## src/hw/rtl/spe_pkg.sv

```systemverilog
// Package for the shower plane energy estimator: types, constants, exp table.
// No dependencies.
package spe_pkg;

  localparam logic [30:0] Log2eQ30 = 31'd1549082005;
  localparam logic [55:0] SumMax = {56{1'b1}};
  localparam logic signed [47:0] EMax = 48'sh7FFF_FFFF_FFFF;
  localparam logic signed [47:0] EMin = 48'sh8000_0000_0000;
  localparam logic signed [47:0] BadEnergy = -48'sd65470464;
  localparam int unsigned NumRegs = 7;

  typedef enum logic [2:0] {
    REG_GRAD0 = 3'd0, REG_ICPT0 = 3'd1, REG_GRAD1 = 3'd2, REG_ICPT1 = 3'd3,
    REG_GRAD2 = 3'd4, REG_ICPT2 = 3'd5, REG_DECAY = 3'd6
  } reg_idx_t;

  typedef enum logic [2:0] {
    ST_IDLE, ST_ARG, ST_EXP, ST_SCALE, ST_ACC, ST_EMIT, ST_OUT
  } state_t;

  // controller to datapath
  typedef struct packed {
    logic load;
    logic do_arg;
    logic do_exp;
    logic do_scale;
    logic do_acc;
    logic do_emit;
    logic out_set;
  } spe_cmd_t;

  typedef struct packed {
    logic is_end;
  } spe_sts_t;

  // 2^(i/2^bits) in Q1.30, series evaluated at elaboration-style constant
  function automatic logic [31:0] frac_pow2(input int unsigned idx, input int unsigned bits);
    logic [63:0] u;
    logic [63:0] term;
    logic [63:0] sum;
    u = (64'(idx) * 64'd744261118) >> bits;
    sum = 64'd1 << 30;
    term = 64'd1 << 30;
    for (int n = 1; n <= 20; n++) begin
      term = ((term * u) >> 30) / 64'(n);
      sum = sum + term;
    end
    return sum[31:0];
  endfunction

endpackage

```

## src/hw/rtl/spe_ctrl.sv

```systemverilog
// Controller state machine for the energy estimator.
// Depends on spe_pkg.
module spe_ctrl import spe_pkg::*; (
  input  logic     clk,
  input  logic     rst_n,
  input  logic     in_valid,
  output logic     in_stall,
  input  logic     out_stall,
  output logic     out_valid,
  input  spe_sts_t sts,
  output spe_cmd_t cmd
);
  state_t state_r, state_nxt;
  logic out_valid_r, out_valid_nxt;

  always_ff @(posedge clk) begin
    if (!rst_n) begin
      state_r <= ST_IDLE;
      out_valid_r <= 1'b0;
    end else begin
      state_r <= state_nxt;
      out_valid_r <= out_valid_nxt;
    end
  end

  assign out_valid = out_valid_r;

  always_comb begin
    state_nxt = state_r;
    cmd = '0;
    in_stall = 1'b1;
    out_valid_nxt = out_valid_r;
    if (out_valid_r && !out_stall) out_valid_nxt = 1'b0;
    case (state_r)
      ST_IDLE: begin
        in_stall = 1'b0;
        if (in_valid) begin
          cmd.load = 1'b1;
          state_nxt = ST_ARG;
        end
      end
      ST_ARG: begin
        if (sts.is_end) begin
          state_nxt = ST_EMIT;
        end else begin
          cmd.do_arg = 1'b1;
          state_nxt = ST_EXP;
        end
      end
      ST_EXP: begin
        cmd.do_exp = 1'b1;
        state_nxt = ST_SCALE;
      end
      ST_SCALE: begin
        cmd.do_scale = 1'b1;
        state_nxt = ST_ACC;
      end
      ST_ACC: begin
        cmd.do_acc = 1'b1;
        state_nxt = ST_IDLE;
      end
      ST_EMIT: begin
        cmd.do_emit = 1'b1;
        state_nxt = ST_OUT;
      end
      ST_OUT: begin
        // hold until the output register is free
        if (!out_valid_r || !out_stall) begin
          cmd.out_set = 1'b1;
          out_valid_nxt = 1'b1;
          state_nxt = ST_IDLE;
        end
      end
      default: state_nxt = ST_IDLE;
    endcase
  end

`ifndef SYNTHESIS
  a_out_hold: assert property (@(posedge clk) disable iff (!rst_n)
    out_valid_r && out_stall |=> out_valid_r)
    else $error("result dropped while stalled");
  a_no_accept_busy: assert property (@(posedge clk) disable iff (!rst_n)
    state_r != ST_IDLE |-> in_stall)
    else $error("input taken while busy");
  a_emit_out: assert property (@(posedge clk) disable iff (!rst_n)
    state_r == ST_EMIT |=> state_r == ST_OUT)
    else $error("emit not followed by output");
`endif
endmodule

```

## config.mk

```make
export PLATFORM = sky130hd
export DESIGN_NAME = spe_ctrl
export DESIGN_NICKNAME = d
export VERILOG_FILES = /design/src/hw/rtl/spe_pkg.sv /design/src/hw/rtl/spe_ctrl.sv
export SDC_FILE = /design/constraint.sdc
export NUM_CORES = 1
export LEC_CHECK = 0
export ABC_AREA = 1
export CAP_MARGIN = 20
export CORE_AREA = 2 2 39 41
export DETAILED_ROUTE_END_ITERATION = 8
export DIE_AREA = 0 0 41 43
export DONT_BUFFER_PORTS = 1
export HOLD_SLACK_MARGIN = 0.06
export SLEW_MARGIN = 30
export SYNTH_ARGS = -nofsm -noshare
export SYNTH_HDL_FRONTEND = slang
export SYNTH_SLANG_ARGS = --single-unit
```

## constraint.sdc

```tcl
create_clock -name clk -period 1 [get_ports clk]
set_clock_uncertainty 0.05 [all_clocks]
set_input_delay 0 -clock clk [delete_from_list [all_inputs] [get_ports clk]]
set_output_delay 0 -clock clk [all_outputs]
set_load 0.02 [all_outputs]
```

==> results.yml, run 1 <==
sta:
  final-setup-viol-count: 10
  fin_crit_ns: 1.136
  final-max-slew-violation-count: 0
  max_freq_mhz: 880.2
  whs_ns: -0.08244
  worst_pin_slew_ns: 0.1878
  finalWorstSetupSlack_ns: -0.1361
  rsz0062_at_grt: "true"
  relSlewSlack_pct: 87.38
  min_period_over_period_pct: 113.6
  finalHoldViolations: 1
logic_synthesis:
  netlist_area_um2: 259.0
  synth-seq-cells: 4
  yosys.area.top_type_share_pct: 30.92
  avgSynthCellArea_um2: 5.756
  netlist_instances: 45
  syn_nets: 50
  synth.area.top_cells: "dfxtp_1, inv_1, nand3_1, nor2_1, nand2_1"
  yosysSeqAreaShare_pct: 30.92
  synth_largest_area_cell: "dfxtp_1"
  synth.distinct_cells: 13
  ys_warn_count: 0
global_routing:
  antenna_found_initial: 0
  grt_max_degree: 8
  grt_overflow: 0
  grt_use_total_pct: 11.37
  grt_pass1_vias: 325
  grt_pass1_wl_um: 1290
run:
  max_cap_viol_count: 0
power:
  swShare_pct: 41.00
  p_switching_uw: 350.5
  power.density_nw_per_um2: 1539
  comb_power_share_pct: 48.4
  power.leakage_uw: 0.0002821
  finalPower_uw: 854.9
  p_seq_share_pct: 27.9
  intPower_uw: 504.4
  pwr-share-clk_pct: 23.6
  ir_drop_uv: 564.8
setup_path:
  worstSetupEndpointType: "primary output"
  worstPathMaxFanout: 3
  worstSetupPathType: "reg2out"
  r2r_slack_ns: -0.07
  worstPathRequired_ns: 0.95
  critPathArrivalTime_ns: 1.09
  start_kind: "flip-flop"
detailed_routing:
  vias: 344
  wl_per_cell_um: 9.704
  ant_nets: 0
  drc: 0
  totalWireLength_um: 786
  first_pass_iters: 4
  drtIter0Drc: 6
  via_per_inst: 4.247
die:
  die_h_um: 43
  core_area_um2: 1384
  ioPinCount: 14
  rows: 14
  start_util_pct: 18.72
  die-area_um2: 1763
  die_w_um: 41
run_status:
  status: "finished, violations left"
  violations: "hold timing, setup timing"
place:
  dp_hpwl_um: 574.1
  place_congestion: 0.7251
  post-place-cells: 72
  portBuffers: 0
clock_network:
  clockRootBuffer: "clkbuf_4"
  tritoncts: "yes"
  cts_buffer_depth: 2
  htreeDepth: 1
  ctsHoldBuffers: 3
  cts_buffers: 3
  clk_pin_slew_worst_paths_ns: 0.04
  clk_latency_ns: 0.24
  clock-sinks: 4
hold_path:
  hp-class: "in2reg"
final_layout:
  diodes: 0
  layout.cells.non_filler: 81
  utilization_pct: 40.14
  layout-drive-gt1-share_pct: 61.54
  synthToLayoutAreaGrowth_pct: 114.5
  final_net_count: 72
[synth_stat cells]
library cell / count
a21oi_1: 1
dfxtp_1: 4
inv_1: 11
inv_2: 2
nand2_1: 6
nand2_2: 1
nand3_1: 7
nand4_1: 1
nor2_1: 7
nor2_2: 2
nor3_1: 1
nor4_1: 1
o21ai_0: 1
[registers in the layout, indices dropped and copies added (netlist names)]
signal / flops
state_r: 3
out_valid: 1
[metrics by stage]
stage	worst slack (ns)	cell area, um^2	setup TNS (ns)
final	-0.1361	555.5	-0.7218
after global routing	-0.1780	555.5	-1.317
after CTS	-0.1601	491.7	-0.8714
after detailed placement	-0.04400	367.9	-0.1120
after global placement	-0.02921	367.9	-0.03004
after floorplan	-0.01092	265.3	-0.01620
[worst paths after layout]
check,from,endpoint,cells past startpoint
setup / recovery,state_r[2],cmd[5],3
hold / removal,out_stall,out_valid,2
setup reg to reg,state_r[2],state_r[2],8
hold reg to reg,out_valid,out_valid,2
[final cells by class]
cell class / count / area (um^2)
Tap cell: 16 / 20.02
Sequential cell: 4 / 88.84
Inverter: 13 / 58.81
Timing Repair Buffer: 17 / 150.1
Clock buffer: 3 / 22.52
Multi-Input combinational cell: 28 / 215.2
Fill cell: 151 / 828.3
[power groups by stage]
stage | Combinational (uW) | Sequential [uW] | Clock, uW
final | 414 | 239 | 202
after global routing | 452 | 244 | 217
after CTS | 360 | 222 | 207
after detailed placement | 292 | 219 | 0
after global placement | 288 | 216 | 0
after floorplan | 186 | 216 | 0
[layer usage]
layer  vias up  routed length [um]  global-route usage (%)
met5         -                   0                       0
met4         0                  17                   8.000
met3         4                  39                   5.236
met2         9                 425                   16.56
met1       154                 303                   12.30
li1        177                   -                       -
[worst max-delay path: stages, from the launching register on]
cell and delay [ns]:
dfxtp_2 0.32, buf_6 0.12, nor4_4 0.24, buf_4 0.18
[what timing repair did]
| item | CTS | global route |
|---|---|---|
| resized for setup | 19 | 15 |
| endpoints found under the setup margin | 11 | 11 |
| hold endpoints to repair | 4 | 1 |
| pin swaps | 4 | 4 |
| buffers inserted | 2 | 1 |
[cells by family after synthesis]
logic type | count (synthesis) | synth area share (%)
buf+inv | 13 | 18.84
flops | 4 | 30.92
compound gates | 2 | 3.861
simple gates | 26 | 46.38
[cell usage in the layout (no fill, tap or decap)]
cell type and n:
nor2_4 2, nand3_2 3, nor2_2 3, nand3_4 2, dlygate4sd3_1 3, dfxtp_1 1
nor4_4 1, nand2_2 1, buf_6 4, inv_6 1, nand2_1 5, nand4_1 1
dfxtp_4 2, dfxtp_2 1, buf_4 10, nor2_1 4, o21ai_1 1, nand3_1 2
inv_4 2, clkbuf_4 3, nor3_2 1, inv_2 3, a21oi_1 1, nand2_4 1
inv_1 7
Power figures use the tool's default switching activity.
==> run 2: changes to the inputs <==
- CORE_AREA: 2 2 39 41 -> 5 5 42 44
- DIE_AREA: 0 0 41 43 -> 0 0 47 49
==> results.yml, run 2 (synthesized netlist as in run 1, its figures left out) <==
run_status:
  status: "finished, violations left"
  violations: "setup timing"
place:
  post-place-cells: 73
  place_congestion: 0.8022
  portBuffers: 0
  dp_hpwl_um: 524.9
setup_path:
  start_kind: "flip-flop"
  r2r_start: "state_r[0]"
  r2r_slack_ns: -0.01
  worstSetupPathType: "reg2out"
  worstPathRequired_ns: 0.95
  cp-startpoint: "state_r[2]"
  timing.rr.end: "state_r[0]"
  critPathArrivalTime_ns: 1.09
  crit_end: "cmd[5]"
  worstSetupEndpointType: "primary output"
  worstPathMaxFanout: 4
  r2r_cells: 6
global_routing:
  grt_pass1_wl_um: 1283
  grt_pass1_vias: 318
  grt_use_total_pct: 8.169
  antenna_found_initial: 0
  grt_max_degree: 8
  grt_overflow: 0
die:
  rows: 14
  die-area_um2: 2303
  start_util_pct: 18.48
  die_h_um: 49
  core_area_um2: 1401
  die_w_um: 47
  ioPinCount: 14
detailed_routing:
  ant_nets: 0
  first_pass_iters: 2
  drtIter0Drc: 2
  wl_met3_um: 39
  totalWireLength_um: 788
  via_per_inst: 4.096
  drc: 0
  topRoutingLayerUsed: "met3"
  met2_length_um: 463
  wl_met1_um: 285
  wl_per_cell_um: 9.494
  vias: 340
final_layout:
  final_cell_mix: "buf_4, inv_1, nor2_1"
  layout-drive-gt1-share_pct: 58.21
  top_register: "state_r"
  synthToLayoutAreaGrowth_pct: 115.5
  largest_reg_flops: 3
  layout.cells.non_filler: 83
  final_common_cell: "buf_4"
  final_net_count: 74
  diodes: 0
power:
  power.density_nw_per_um2: 1581
  power.leakage_uw: 0.0002961
  ir_drop_uv: 625.1
clock_network:
  tritoncts: "yes"
  clock-sinks: 4
  htreeDepth: 1
  clk_pin_slew_worst_paths_ns: 0.03
  clk_latency_ns: 0.23
  clockRootBuffer: "clkbuf_4"
  cts_buffers: 3
  cts_buffer_depth: 2
sta:
  min_period_over_period_pct: 113.9
  finalHoldViolations: 0
  relSlewSlack_pct: 86.44
  fin_setup_tns_ns: -0.6024
  final-max-slew-violation-count: 0
  max_freq_mhz: 878.0
  rsz0062_at_grt: "true"
  final-setup-viol-count: 10
  fin_crit_ns: 1.139
  finalWorstSetupSlack_ns: -0.1390
  worst_pin_slew_ns: 0.2012
hold_path:
  hp-class: "in2out"
run:
  max_cap_viol_count: 0
run 2: per-stage QoR:
stage	total power (uW)	instance area, um^2	util (%)	setup WS, ns	hold WS, ns
floorplan	401.6	265.3	-	-0.01092	-0.004589
global placement	511.9	375.4	26.79	-0.04856	0.04954
detailed placement	513.6	375.4	26.79	-0.04753	0.05163
CTS	839.5	521.8	37.23	-0.1673	0.1152
global route	959.6	558.0	39.82	-0.2086	0.1178
finish	882.2	558.0	39.82	-0.1390	0.1121
run 2: area by class of cell:
type | count | area (um^2)
sequential | 4 | 88.84
inverter | 13 | 61.31
clock buffer | 3 | 22.52
tap | 16 | 20.02
multi-input combinational | 28 | 197.7
timing repair buffer | 19 | 167.7
fill | 150 | 843.3
run 2: how the worst min path moves through the flow:
| stage | end | start | cells after the start | slack, ns |
|---|---|---|---|---|
| 2_1_floorplan | cmd[5] | sts | 1 | -0.005 |
| 3_3_place_gp | state_r[1] | rst_n | 2 | 0.05 |
| 3_5_place_dp | state_r[2] | rst_n | 2 | 0.05 |
| 4_1_cts | cmd[5] | sts | 2 | 0.12 |
| 5_1_grt | cmd[5] | sts | 2 | 0.12 |
| 6_report | cmd[5] | sts | 2 | 0.11 |
run 2: where the power goes:
| group | leakage, uW | internal [uW] | switching (uW) | total [uW] |
|---|---|---|---|---|
| Sequential | 0.0000345 | 190 | 50.6 | 240 |
| Combinational | 0.000248 | 217 | 233 | 450 |
| Clock | 0.0000138 | 134 | 57.8 | 192 |
| Total | 0.000296 | 541 | 342 | 882 |
run 2: routing by layer:
| metal | track usage [%] | vias to the layer above |
|---|---|---|
| met4 | 5.530 | 0 |
| li1 | - | 185 |
| met2 | 13.57 | 6 |
| met5 | 0 | - |
| met3 | 3.321 | 0 |
| met1 | 7.692 | 149 |
run 2: worst max-delay path: stages (launching register included):
cell	delay, ns
dfxtp_2	0.33
buf_6	0.12
nor4_4	0.24
buf_4	0.18
run 2: timing repair:
action	4_1_cts	5_1_grt
pin swaps	3	6
gates resized for setup	24	7
hold buffers	4	0
gates cloned	0	0
setup endpoints to repair	11	11
hold endpoints to repair	4	0
setup buffers	2	1
